**src/sv/oa2d_pkg.sv**
```systemverilog
// shared types, widths, constants and arctangent table for the angle-to-direction block
// no dependencies; imported by oa2d_ctrl, oa2d_dp and orbit_angle_to_direction
package oa2d_pkg;

    // cordic iteration count, capped at the arctangent table size
    localparam int CORDIC_STEPS = 14;
    localparam int ATAN_ENTRIES = 20;
    localparam int NUM_ITER     = (CORDIC_STEPS < ATAN_ENTRIES) ? CORDIC_STEPS : ATAN_ENTRIES;
    localparam int ITER_W       = $clog2(NUM_ITER);
    localparam int ATAN_IDX_W   = $clog2(ATAN_ENTRIES);

    // field and datapath widths
    localparam int ANG_W      = 16;
    localparam int ANGX_W     = 17;
    localparam int EL_CFG_W   = 14;
    localparam int RAD_W      = 16;
    localparam int OUT_W      = 17;
    localparam int CW         = 27;
    localparam int ZW         = 28;
    localparam int PROD_W     = 2 * CW;
    localparam int RND_W      = 30;
    localparam int CFG_IDX_W  = 2;
    localparam int CFG_DATA_W = 16;

    // angle constants in q4.12
    localparam logic signed [ANGX_W-1:0] TWO_PI_Q12  = 17'sd25736;
    localparam logic signed [ANGX_W-1:0] FOUR_PI_Q12 = 17'sd51472;
    localparam logic signed [ANGX_W-1:0] PI_Q12      = 17'sd12868;
    localparam logic signed [ANGX_W-1:0] HALF_PI_Q12 = 17'sd6434;

    // cordic gain in q.24 and output limit
    localparam logic signed [CW-1:0]    GAIN_Q24  = 27'sd10188014;
    localparam logic signed [RND_W-1:0] OUT_LIMIT = 30'sd65535;
    localparam logic [RAD_W-1:0]        RADIUS_RESET = 16'd256;

    // configuration register indexes
    localparam logic [CFG_IDX_W-1:0] CFG_RADIUS   = 2'd0;
    localparam logic [CFG_IDX_W-1:0] CFG_START_AZ = 2'd1;
    localparam logic [CFG_IDX_W-1:0] CFG_START_EL = 2'd2;

    typedef enum logic [1:0] {
        OP_RESTART = 2'd0,
        OP_ROT_AZ  = 2'd1,
        OP_ROT_EL  = 2'd2
    } t_opcode;

    typedef enum logic {
        ANG_AZ = 1'b0,
        ANG_EL = 1'b1
    } t_ang_sel;

    typedef enum logic [2:0] {
        MUL_SAZ_CEL = 3'd0,
        MUL_CAZ_CEL = 3'd1,
        MUL_FX_RAD  = 3'd2,
        MUL_SEL_RAD = 3'd3,
        MUL_FZ_RAD  = 3'd4
    } t_mul_sel;

    // commands from the controller to the datapath
    typedef struct packed {
        logic              load_in;
        logic              upd;
        logic              cordic_init;
        t_ang_sel          ang_sel;
        logic              cordic_step;
        logic [ITER_W-1:0] iter;
        logic              save_az;
        logic              save_el;
        logic              mul_en;
        t_mul_sel          mul_sel;
        logic              round_fx;
        logic              round_fz;
        logic              hold_dx;
        logic              hold_dy;
        logic              out_load;
    } t_dp_cmd;

    // status from the datapath to the controller
    typedef struct packed {
        logic out_free;
    } t_dp_sts;

    // arctangent of 2^-i in q.24
    function automatic logic [23:0] atan_q24(input logic [ATAN_IDX_W-1:0] idx);
        logic [23:0] v;
        unique case (idx)
            5'd0:    v = 24'd13176795;
            5'd1:    v = 24'd7778716;
            5'd2:    v = 24'd4110060;
            5'd3:    v = 24'd2086331;
            5'd4:    v = 24'd1047214;
            5'd5:    v = 24'd524117;
            5'd6:    v = 24'd262123;
            5'd7:    v = 24'd131069;
            5'd8:    v = 24'd65536;
            5'd9:    v = 24'd32768;
            5'd10:   v = 24'd16384;
            5'd11:   v = 24'd8192;
            5'd12:   v = 24'd4096;
            5'd13:   v = 24'd2048;
            5'd14:   v = 24'd1024;
            5'd15:   v = 24'd512;
            5'd16:   v = 24'd256;
            5'd17:   v = 24'd128;
            5'd18:   v = 24'd64;
            5'd19:   v = 24'd32;
            default: v = 24'd0;
        endcase
        return v;
    endfunction

endpackage

```
**src/sv/oa2d_ctrl.sv**
```systemverilog
// controller state machine: sequences angle update, two cordic runs and five products
// depends on oa2d_pkg; drives oa2d_dp through t_dp_cmd
module oa2d_ctrl import oa2d_pkg::*; (
    input  logic    i_clk,
    input  logic    i_rst_n,
    input  logic    i_in_valid,
    output logic    o_in_ready,
    output t_dp_cmd o_cmd,
    input  t_dp_sts i_sts
);

    typedef enum logic [12:0] {
        S_IDLE    = 13'b0000000000001,
        S_UPD     = 13'b0000000000010,
        S_INIT_AZ = 13'b0000000000100,
        S_ROT_AZ  = 13'b0000000001000,
        S_INIT_EL = 13'b0000000010000,
        S_ROT_EL  = 13'b0000000100000,
        S_SAVE_EL = 13'b0000001000000,
        S_MUL1    = 13'b0000010000000,
        S_MUL2    = 13'b0000100000000,
        S_MUL3    = 13'b0001000000000,
        S_MUL4    = 13'b0010000000000,
        S_MUL5    = 13'b0100000000000,
        S_MUL6    = 13'b1000000000000
    } t_state;

    t_state            r_state, n_state;
    logic [ITER_W-1:0] r_iter, n_iter;
    logic              iter_last;

    assign o_in_ready = (r_state == S_IDLE);
    assign iter_last  = (r_iter == ITER_W'(NUM_ITER - 1));

    // next state and command decode
    always_comb begin
        n_state = r_state;
        n_iter  = r_iter;
        o_cmd   = '0;
        o_cmd.iter = r_iter;
        unique case (r_state)
            S_IDLE: begin
                if (i_in_valid) begin
                    o_cmd.load_in = 1'b1;
                    n_state       = S_UPD;
                end
            end
            S_UPD: begin
                o_cmd.upd = 1'b1;
                n_state   = S_INIT_AZ;
            end
            S_INIT_AZ: begin
                o_cmd.cordic_init = 1'b1;
                o_cmd.ang_sel     = ANG_AZ;
                n_iter            = '0;
                n_state           = S_ROT_AZ;
            end
            S_ROT_AZ: begin
                o_cmd.cordic_step = 1'b1;
                n_iter            = r_iter + ITER_W'(1);
                if (iter_last) begin
                    n_state = S_INIT_EL;
                end
            end
            S_INIT_EL: begin
                o_cmd.save_az     = 1'b1;
                o_cmd.cordic_init = 1'b1;
                o_cmd.ang_sel     = ANG_EL;
                n_iter            = '0;
                n_state           = S_ROT_EL;
            end
            S_ROT_EL: begin
                o_cmd.cordic_step = 1'b1;
                n_iter            = r_iter + ITER_W'(1);
                if (iter_last) begin
                    n_state = S_SAVE_EL;
                end
            end
            S_SAVE_EL: begin
                o_cmd.save_el = 1'b1;
                n_state       = S_MUL1;
            end
            S_MUL1: begin
                o_cmd.mul_en  = 1'b1;
                o_cmd.mul_sel = MUL_SAZ_CEL;
                n_state       = S_MUL2;
            end
            S_MUL2: begin
                o_cmd.round_fx = 1'b1;
                o_cmd.mul_en   = 1'b1;
                o_cmd.mul_sel  = MUL_CAZ_CEL;
                n_state        = S_MUL3;
            end
            S_MUL3: begin
                o_cmd.round_fz = 1'b1;
                o_cmd.mul_en   = 1'b1;
                o_cmd.mul_sel  = MUL_FX_RAD;
                n_state        = S_MUL4;
            end
            S_MUL4: begin
                o_cmd.hold_dx = 1'b1;
                o_cmd.mul_en  = 1'b1;
                o_cmd.mul_sel = MUL_SEL_RAD;
                n_state       = S_MUL5;
            end
            S_MUL5: begin
                o_cmd.hold_dy = 1'b1;
                o_cmd.mul_en  = 1'b1;
                o_cmd.mul_sel = MUL_FZ_RAD;
                n_state       = S_MUL6;
            end
            S_MUL6: begin
                // wait for the output register to free up
                if (i_sts.out_free) begin
                    o_cmd.out_load = 1'b1;
                    n_state        = S_IDLE;
                end
            end
            default: begin
                n_state = S_IDLE;
            end
        endcase
    end

    // state registers
    always_ff @(posedge i_clk) begin
        if (!i_rst_n) begin
            r_state <= S_IDLE;
            r_iter  <= '0;
        end else begin
            r_state <= n_state;
            r_iter  <= n_iter;
        end
    end

    // output register is never overwritten while a beat still waits
    a_out_load_free: assert property (@(posedge i_clk) disable iff (!i_rst_n)
        o_cmd.out_load |-> i_sts.out_free)
        else $error("result loaded while output register busy");

    // iteration count stays inside the table while rotating
    a_iter_range: assert property (@(posedge i_clk) disable iff (!i_rst_n)
        (r_state == S_ROT_AZ || r_state == S_ROT_EL) |-> (r_iter <= ITER_W'(NUM_ITER - 1)))
        else $error("cordic iteration out of range");

    // an accepted beat always starts with the angle update
    a_accept_upd: assert property (@(posedge i_clk) disable iff (!i_rst_n)
        (i_in_valid && o_in_ready) |=> (r_state == S_UPD))
        else $error("accepted beat did not start update");

endmodule

```
**src/sv/oa2d_dp.sv**
```systemverilog
// datapath: config registers, angle state, shared cordic unit, shared multiplier, output register
// depends on oa2d_pkg; commanded by oa2d_ctrl
module oa2d_dp import oa2d_pkg::*; (
    input  logic                         i_clk,
    input  logic                         i_rst_n,
    input  t_dp_cmd                      i_cmd,
    output t_dp_sts                      o_sts,
    input  logic [1:0]                   i_opcode,
    input  logic signed [ANG_W-1:0]      i_angle_step,
    input  logic                         i_cfg_we,
    input  logic [CFG_IDX_W-1:0]         i_cfg_idx,
    input  logic [CFG_DATA_W-1:0]        i_cfg_data,
    output logic                         o_out_valid,
    input  logic                         i_out_ready,
    output logic signed [OUT_W-1:0]      o_dir_x,
    output logic signed [OUT_W-1:0]      o_dir_y,
    output logic signed [OUT_W-1:0]      o_dir_z
);

    logic [RAD_W-1:0]           r_radius;
    logic signed [ANG_W-1:0]    r_start_az;
    logic signed [EL_CFG_W-1:0] r_start_el;
    logic [1:0]                 r_op;
    logic signed [ANG_W-1:0]    r_step;
    logic signed [ANG_W-1:0]    r_az, r_el;

    logic signed [ANGX_W-1:0]   az_sum, az_wrap, el_sum, start_el_x;

    logic signed [ANGX_W-1:0]   ang_src, ang_pre, ang_fold;
    logic                       fold_neg;
    logic signed [ZW-1:0]       z_init, atan_v;
    logic signed [CW-1:0]       r_cx, r_cy;
    logic signed [ZW-1:0]       r_cz;
    logic                       r_neg;
    logic signed [CW-1:0]       dx, dy, sin_v, cos_v;
    logic signed [CW-1:0]       r_s_az, r_c_az, r_s_el, r_c_el;

    logic signed [CW-1:0]       mul_a, mul_b, rad_x;
    logic signed [PROD_W-1:0]   r_prod, prod_sh;
    logic signed [RND_W-1:0]    rnd;
    logic signed [OUT_W-1:0]    sat;
    logic signed [CW-1:0]       r_fx, r_fz;
    logic signed [OUT_W-1:0]    r_dx, r_dy;
    logic signed [OUT_W-1:0]    r_out_x, r_out_y, r_out_z;
    logic                       r_out_valid;

    // clamp to plus or minus pi/2
    function automatic logic signed [ANG_W-1:0] clamp_el(input logic signed [ANGX_W-1:0] v);
        logic signed [ANGX_W-1:0] c;
        if (v > HALF_PI_Q12) begin
            c = HALF_PI_Q12;
        end else if (v < -HALF_PI_Q12) begin
            c = -HALF_PI_Q12;
        end else begin
            c = v;
        end
        return c[ANG_W-1:0];
    endfunction

    // configuration registers
    always_ff @(posedge i_clk) begin
        if (!i_rst_n) begin
            r_radius   <= RADIUS_RESET;
            r_start_az <= '0;
            r_start_el <= '0;
        end else if (i_cfg_we) begin
            unique case (i_cfg_idx)
                CFG_RADIUS:   r_radius   <= i_cfg_data;
                CFG_START_AZ: r_start_az <= i_cfg_data;
                CFG_START_EL: r_start_el <= i_cfg_data[EL_CFG_W-1:0];
                default: ;
            endcase
        end
    end

    // input beat capture
    always_ff @(posedge i_clk) begin
        if (i_cmd.load_in) begin
            r_op   <= i_opcode;
            r_step <= i_angle_step;
        end
    end

    // angle update: azimuth wraps toward zero, elevation clamps
    assign az_sum     = {r_az[ANG_W-1], r_az} + {r_step[ANG_W-1], r_step};
    assign el_sum     = {r_el[ANG_W-1], r_el} + {r_step[ANG_W-1], r_step};
    assign start_el_x = {{(ANGX_W - EL_CFG_W){r_start_el[EL_CFG_W-1]}}, r_start_el};

    always_comb begin
        if (az_sum >= FOUR_PI_Q12) begin
            az_wrap = az_sum - FOUR_PI_Q12;
        end else if (az_sum >= TWO_PI_Q12) begin
            az_wrap = az_sum - TWO_PI_Q12;
        end else if (az_sum <= -FOUR_PI_Q12) begin
            az_wrap = az_sum + FOUR_PI_Q12;
        end else if (az_sum <= -TWO_PI_Q12) begin
            az_wrap = az_sum + TWO_PI_Q12;
        end else begin
            az_wrap = az_sum;
        end
    end

    always_ff @(posedge i_clk) begin
        if (!i_rst_n) begin
            r_az <= '0;
            r_el <= '0;
        end else if (i_cmd.upd) begin
            unique case (t_opcode'(r_op))
                OP_RESTART: begin
                    r_az <= r_start_az;
                    r_el <= clamp_el(start_el_x);
                end
                OP_ROT_AZ: r_az <= az_wrap[ANG_W-1:0];
                OP_ROT_EL: r_el <= clamp_el(el_sum);
                default: ;
            endcase
        end
    end

    // cordic range reduction: into [-pi, pi], then fold into [-pi/2, pi/2]
    assign ang_src = (i_cmd.ang_sel == ANG_AZ) ? {r_az[ANG_W-1], r_az} : {r_el[ANG_W-1], r_el};

    always_comb begin
        if (ang_src > PI_Q12) begin
            ang_pre = ang_src - TWO_PI_Q12;
        end else if (ang_src < -PI_Q12) begin
            ang_pre = ang_src + TWO_PI_Q12;
        end else begin
            ang_pre = ang_src;
        end
        fold_neg = 1'b0;
        if (ang_pre > HALF_PI_Q12) begin
            ang_fold = ang_pre - PI_Q12;
            fold_neg = 1'b1;
        end else if (ang_pre < -HALF_PI_Q12) begin
            ang_fold = ang_pre + PI_Q12;
            fold_neg = 1'b1;
        end else begin
            ang_fold = ang_pre;
        end
    end

    assign z_init = {ang_fold[ANG_W-1:0], 12'b0};

    // one rotation step per cycle
    assign dx     = r_cy >>> i_cmd.iter;
    assign dy     = r_cx >>> i_cmd.iter;
    assign atan_v = {4'b0, atan_q24(ATAN_IDX_W'(i_cmd.iter))};

    always_ff @(posedge i_clk) begin
        if (i_cmd.cordic_init) begin
            r_cx  <= GAIN_Q24;
            r_cy  <= '0;
            r_cz  <= z_init;
            r_neg <= fold_neg;
        end else if (i_cmd.cordic_step) begin
            if (!r_cz[ZW-1]) begin
                r_cx <= r_cx - dx;
                r_cy <= r_cy + dy;
                r_cz <= r_cz - atan_v;
            end else begin
                r_cx <= r_cx + dx;
                r_cy <= r_cy - dy;
                r_cz <= r_cz + atan_v;
            end
        end
    end

    // undo the fold and keep sine and cosine
    assign sin_v = r_neg ? -r_cy : r_cy;
    assign cos_v = r_neg ? -r_cx : r_cx;

    always_ff @(posedge i_clk) begin
        if (i_cmd.save_az) begin
            r_s_az <= sin_v;
            r_c_az <= cos_v;
        end
        if (i_cmd.save_el) begin
            r_s_el <= sin_v;
            r_c_el <= cos_v;
        end
    end

    // shared multiplier operand select
    assign rad_x = {{(CW - RAD_W){1'b0}}, r_radius};

    always_comb begin
        unique case (i_cmd.mul_sel)
            MUL_SAZ_CEL: begin mul_a = r_s_az; mul_b = r_c_el; end
            MUL_CAZ_CEL: begin mul_a = r_c_az; mul_b = r_c_el; end
            MUL_FX_RAD:  begin mul_a = r_fx;   mul_b = rad_x;  end
            MUL_SEL_RAD: begin mul_a = r_s_el; mul_b = rad_x;  end
            MUL_FZ_RAD:  begin mul_a = r_fz;   mul_b = rad_x;  end
            default:     begin mul_a = '0;     mul_b = '0;     end
        endcase
    end

    always_ff @(posedge i_clk) begin
        if (i_cmd.mul_en) begin
            r_prod <= mul_a * mul_b;
        end
    end

    // round to nearest by 2^24, ties upward, then saturate
    assign prod_sh = (r_prod + PROD_W'(64'sd8388608)) >>> 24;
    assign rnd     = prod_sh[RND_W-1:0];

    always_comb begin
        if (rnd > OUT_LIMIT) begin
            sat = OUT_LIMIT[OUT_W-1:0];
        end else if (rnd < -OUT_LIMIT) begin
            sat = -OUT_LIMIT[OUT_W-1:0];
        end else begin
            sat = rnd[OUT_W-1:0];
        end
    end

    // product staging
    always_ff @(posedge i_clk) begin
        if (i_cmd.round_fx) begin
            r_fx <= rnd[CW-1:0];
        end
        if (i_cmd.round_fz) begin
            r_fz <= rnd[CW-1:0];
        end
        if (i_cmd.hold_dx) begin
            r_dx <= sat;
        end
        if (i_cmd.hold_dy) begin
            r_dy <= sat;
        end
    end

    // output register
    always_ff @(posedge i_clk) begin
        if (i_cmd.out_load) begin
            r_out_x <= r_dx;
            r_out_y <= r_dy;
            r_out_z <= sat;
        end
    end

    always_ff @(posedge i_clk) begin
        if (!i_rst_n) begin
            r_out_valid <= 1'b0;
        end else if (i_cmd.out_load) begin
            r_out_valid <= 1'b1;
        end else if (i_out_ready) begin
            r_out_valid <= 1'b0;
        end
    end

    assign o_sts.out_free = !r_out_valid || i_out_ready;
    assign o_out_valid    = r_out_valid;
    assign o_dir_x        = r_out_x;
    assign o_dir_y        = r_out_y;
    assign o_dir_z        = r_out_z;

    // elevation never leaves plus or minus pi/2
    a_el_range: assert property (@(posedge i_clk) disable iff (!i_rst_n)
        (r_el >= -16'sd6434) && (r_el <= 16'sd6434))
        else $error("elevation outside clamp range");

    // azimuth after a rotation lies strictly inside plus or minus 2*pi
    a_az_wrap: assert property (@(posedge i_clk) disable iff (!i_rst_n)
        $past(i_cmd.upd && (r_op == OP_ROT_AZ)) |-> ((r_az > -16'sd25736) && (r_az < 16'sd25736)))
        else $error("azimuth wrap out of range");

    // a new result beat only appears after a load command
    a_valid_src: assert property (@(posedge i_clk) disable iff (!i_rst_n)
        $rose(o_out_valid) |-> $past(i_cmd.out_load))
        else $error("output valid rose without load");

endmodule

```
**src/sv/orbit_angle_to_direction.sv**
```systemverilog
// an accepted beat runs the angle update, a cordic run per angle, then the products
// no new beat is accepted until the previous result is in the output register; a single
// shared cordic does one rotation per cycle, and five products share one multiplier
// the next beat is accepted while a finished result waits in the output register
// reset (synchronous, active low): angles zero, radius 256, start angles zero, no result
// top level: joins oa2d_ctrl and oa2d_dp; depends on oa2d_pkg
module orbit_angle_to_direction import oa2d_pkg::*; (
    input  logic                     i_clk,
    input  logic                     i_rst_n,
    input  logic                     i_in_valid,
    output logic                     o_in_ready,
    input  logic [1:0]               i_opcode,
    input  logic signed [ANG_W-1:0]  i_angle_step,
    output logic                     o_out_valid,
    input  logic                     i_out_ready,
    output logic signed [OUT_W-1:0]  o_dir_x,
    output logic signed [OUT_W-1:0]  o_dir_y,
    output logic signed [OUT_W-1:0]  o_dir_z,
    input  logic                     i_cfg_we,
    input  logic [CFG_IDX_W-1:0]     i_cfg_idx,
    input  logic [CFG_DATA_W-1:0]    i_cfg_data
);

    t_dp_cmd cmd;
    t_dp_sts sts;

    // sequencer
    oa2d_ctrl u_ctrl (
        .i_clk      (i_clk),
        .i_rst_n    (i_rst_n),
        .i_in_valid (i_in_valid),
        .o_in_ready (o_in_ready),
        .o_cmd      (cmd),
        .i_sts      (sts)
    );

    // arithmetic and storage
    oa2d_dp u_dp (
        .i_clk        (i_clk),
        .i_rst_n      (i_rst_n),
        .i_cmd        (cmd),
        .o_sts        (sts),
        .i_opcode     (i_opcode),
        .i_angle_step (i_angle_step),
        .i_cfg_we     (i_cfg_we),
        .i_cfg_idx    (i_cfg_idx),
        .i_cfg_data   (i_cfg_data),
        .o_out_valid  (o_out_valid),
        .i_out_ready  (i_out_ready),
        .o_dir_x      (o_dir_x),
        .o_dir_y      (o_dir_y),
        .o_dir_z      (o_dir_z)
    );

endmodule
```
**config.mk**
```make
export PLATFORM = sky130hd
export DESIGN_NAME = orbit_angle_to_direction
export DESIGN_NICKNAME = d
export VERILOG_FILES = /design/src/sv/oa2d_pkg.sv /design/src/sv/oa2d_ctrl.sv /design/src/sv/oa2d_dp.sv /design/src/sv/orbit_angle_to_direction.sv
export SDC_FILE = /design/constraint.sdc
export NUM_CORES = 2
export LEC_CHECK = 0
export ABC_AREA = 1
export BUFFER_PORTS_ARGS = -buffer_cell sky130_fd_sc_hd__buf_2
export CAP_MARGIN = 25
export CORE_AREA = 2 2 349 489
export DETAILED_ROUTE_END_ITERATION = 6
export DIE_AREA = 0 0 351 491
export SETUP_SLACK_MARGIN = 0.3
export SLEW_MARGIN = 20
export SYNTH_ARGS = -nofsm -noshare
export SYNTH_HDL_FRONTEND = slang
export SYNTH_SLANG_ARGS = --single-unit
```
**constraint.sdc**
```tcl
create_clock -name i_clk -period 16.8 [get_ports i_clk]
set_clock_uncertainty 0.2 [all_clocks]
set_input_delay 0.84 -clock i_clk [delete_from_list [all_inputs] [get_ports i_clk]]
set_output_delay 0.84 -clock i_clk [all_outputs]
set_load 0.05 [all_outputs]
```
==> results.md <==
* Run status: finished, final reports clean
* Clock transition at the registers of the reported paths at 0.08 ns
* Inserted Clock Buffers at 49
* Achievable frequency at 104.2 MHz
* Core area at 167700 um^2
* Remaining Overflow, GRT at 0
* Critical path startpoint category: register
* Number of DRC markers after the initial detailed-route iteration at 3219
* Total wire length after detailed routing at 184400 um
* Detailed placement HPWL at 148300 um
* Nets at 8498
* Overall die width at 351 um
* Post-synth top area cell: sky130_fd_sc_hd__fa_1
* Data required time of the critical path at 17.01 ns
* Global router's overall resource usage at 21.50%
* Buffer cell driving the clock tree root: sky130_fd_sc_hd__clkbuf_16
* Post-synth EDFFs at 313
* Time the worst path needs with I/O delays and setup at 9.594 ns
* Final ANT Viol Nets at 0
* # Max-Cap Violations at 0
* Final Max Slew Viols at 0
* Worst min path class: input pin to register
* Smallest setup slack after layout at 7.206 ns
* Die area at 172300 um^2
* Clock Sink Count at 498
* Synthesized area at 58470 um^2
* Number of design rule violations left after detail routing at 0
* Maximum number of pins on one net before global-route repair at 72
* Final setup violation count at 0
* Fraction of synthesis flops using an asynchronous set or reset pin at 0%
* Routed wire per std cell at 19.03 um
* Commonest register cell after synthesis: sky130_fd_sc_hd__edfxtp_1
* Crit path DAT at 9.80 ns
* CP max stage delay at 0.75 ns
* Slew at the pin closest to its max-slew limit at 0.9895 ns
* DR vias/cell at 5.054
* Area share of the largest cell type after synthesis at 26.19%
* Vias in the first global route at 50490
* Std cell rows at 178
* Startpoint-to-endpoint class of the critical path: register to register
* Area growth from synthesis to layout at 8.059%
* Effective utilization at floorplan at 34.86%
* Area after detailed placement at 61410 um^2
* Final hold violations at 0
* Simple-gate portion of the synthesized area at 19.89%
* Routed via count at 48970
* Antenna violations before repair at 3
* Compound-cell area share of the yosys netlist at 9.769%
* Biggest area contributors in the synthesized netlist: sky130_fd_sc_hd__fa_1 26%, sky130_fd_sc_hd__edfxtp_1 16%, sky130_fd_sc_hd__nand2_1 11%, sky130_fd_sc_hd__inv_1 9.6%, sky130_fd_sc_hd__dfxtp_1 6.3%
* Category of the worst setup path capture point: register
* R2r setup slk at 7.21 ns
* Proportion of layout cells with a drive suffix above 1 at 5.161%
* Maximum count of clock buffers along a single path at 3
* Setup_tns at 0 ns
* Post-route worst hold slack at 0.1593 ns
* Clock tree from TritonCTS: built
* Leading cell type by number of instances after synthesis: sky130_fd_sc_hd__nand2_1
* Worst slack at placement at 6.743 ns
* Adder-cell area share of the yosys netlist at 32.44%
* Number of I/O pins at 94
* Relative slew slack at 33.79%
* Share of synthesized area spent on multiplexers at 0.2910%
* Yosys synthesis warning count at 0
* Maximum resistive drop on vdd at 0.00009503 V
* First-pass GRT wire length at 287000 um
* Top cells by instance count after synthesis: 1734 x sky130_fd_sc_hd__nand2_1, 1500 x sky130_fd_sc_hd__inv_1, 765 x sky130_fd_sc_hd__fa_1
* Floorplan die height at 491 um
* Number of iterations in the first detailed-routing pass at 6
* Number of H-tree levels at 2
* Cell with the biggest individual delay on the critical path: sky130_fd_sc_hd__fa_1
* Final worst path period share at 57.11%
* Sequential share of the synthesized area at 22.41%
* RSZ-0062 raised after global routing: false
* Mean post-synth cell area at 7.885 um^2
* LEAKAGE at 30.77 nW
* Combinational family with the most area after synthesis: adder cells
* Share of the synthesized netlist area taken by xor and xnor gates at 3.670%
* Quantity of I/O buffers inserted on ports at 93
* Clock latency on the worst-skew pair at 0.65 ns
* PwrDens at 124.8 nW/um^2
* Final design area excluding fillers at 63180 um^2
* Resize count post-CTS at 0
* Syn Inst Count at 7415
* Number of synthesized register bits at 498
* Largest fanout on the critical path at 48
* Count of buffers added by post-CTS timing repair for setup at 0
* Design Power at 7.886 mW
* Number of library cell types mapped by synthesis at 67
* Number of buffers inserted for hold repair after clock tree synthesis at 0
* Post-synthesis net count at 8513
* Diodes inserted at 0
* Global placement routability congestion at 0.9421
layout make-up:
cell class | count | area (um^2)
sequential | 498 | 13100
clock inverter | 27 | 299.0
clock buffer | 64 | 1366
timing repair buffer | 175 | 1152
multi-input combinational | 5147 | 38700
tap | 2250 | 2815
inverter | 1529 | 5739
fill | 17460 | 104500
state kept, by name, summed over array words and instances, names as in the netlist, 27 cells and up:
register	flops
u_dp.r_cz	28
u_dp.r_c_az	27
u_dp.r_cx	27
u_dp.r_s_el	27
u_dp.r_fx	27
u_dp.r_c_el	27
u_dp.r_prod	31
u_dp.r_cy	27
u_dp.r_fz	27
u_dp.r_s_az	27
critical path, delay by kind of cell (launching register included):
family	cells	cell delay [ns]
AND/OR/NAND/NOR	11	1.72
buffers and inverters	8	1.55
flip-flops	1	0.33
AO/OA/AOI/OAI	5	1.09
adder cells (fa/ha/maj)	8	4.36
XOR/XNOR	1	0.09
layer usage:
metal	routed length (um)	vias to the layer above	track usage (%)	share of wire [%]
met5	27	-	0	0.015
met4	9655	4	9.798	5.2
met3	7930	398	2.082	4.3
met2	97080	1416	40.04	53
met1	69730	24160	24.45	38
li1	-	23000	-	-
final timing paths:
path,from,endpoint,cells after the start
max reg2reg,u_ctrl.r_state[4]$_SDFFE_PN0P_,u_dp.r_prod[48]$_DFFE_PN_,33
min,i_opcode[1],u_dp.r_op[1]$_DFFE_PP_,1
max,u_ctrl.r_state[4]$_SDFFE_PN0P_,u_dp.r_prod[48]$_DFFE_PN_,33
min reg2reg,u_dp.r_dy[5]$_DFFE_PP_,u_dp.o_dir_y[5]$_DFFE_PP_,0
power breakdown:
part           internal [mW]  switching, mW
Combinational           1.71           3.28
Clock                  0.631          0.533
Sequential              1.57          0.166
kinds of logic (layout without fill, tap and decap cells):
group,after synthesis,count (layout)
xor+xnor,245,245
flops,498,498
mux,17,17
fa+ha+maj,1057,1057
simple gates,2824,2824
buf+inv,1770,1795
compound gates,1004,1004
through the flow:
| step | utilization [%] | instances |
|---|---|---|
| after CTS | 37.61 | 9684 |
| after global routing | 37.67 | 9690 |
| after detailed placement | 36.62 | 9593 |
| after global placement | 36.60 | 9592 |
| after floorplan | - | 7415 |
| final | 37.67 | 9690 |
cells in the final DEF (no fill, tap or decap), types with 17 or more instances in the layout:
master	count
sky130_fd_sc_hd__nand2_1	1729
sky130_fd_sc_hd__inv_1	1498
sky130_fd_sc_hd__fa_1	765
sky130_fd_sc_hd__nor2_1	570
sky130_fd_sc_hd__o21ai_0	394
sky130_fd_sc_hd__a21oi_1	347
sky130_fd_sc_hd__edfxtp_1	313
sky130_fd_sc_hd__ha_1	292
sky130_fd_sc_hd__nand3_1	273
sky130_fd_sc_hd__dfxtp_1	184
sky130_fd_sc_hd__xor2_1	169
sky130_fd_sc_hd__buf_2	93
sky130_fd_sc_hd__nor3_1	76
sky130_fd_sc_hd__xnor2_1	76
sky130_fd_sc_hd__buf_4	75
sky130_fd_sc_hd__clkbuf_16	52
sky130_fd_sc_hd__nand4_1	46
sky130_fd_sc_hd__a31oi_1	34
sky130_fd_sc_hd__o22ai_1	29
sky130_fd_sc_hd__a22o_1	28
sky130_fd_sc_hd__a221oi_1	27
sky130_fd_sc_hd__nand2_2	23
sky130_fd_sc_hd__inv_2	21
sky130_fd_sc_hd__or2_2	20
sky130_fd_sc_hd__o21a_1	19
sky130_fd_sc_hd__nor4_1	18
sky130_fd_sc_hd__nand3_2	18
sky130_fd_sc_hd__mux2i_1	17
sky130_fd_sc_hd__o31ai_1	17
(Power assumes the default switching activity.)
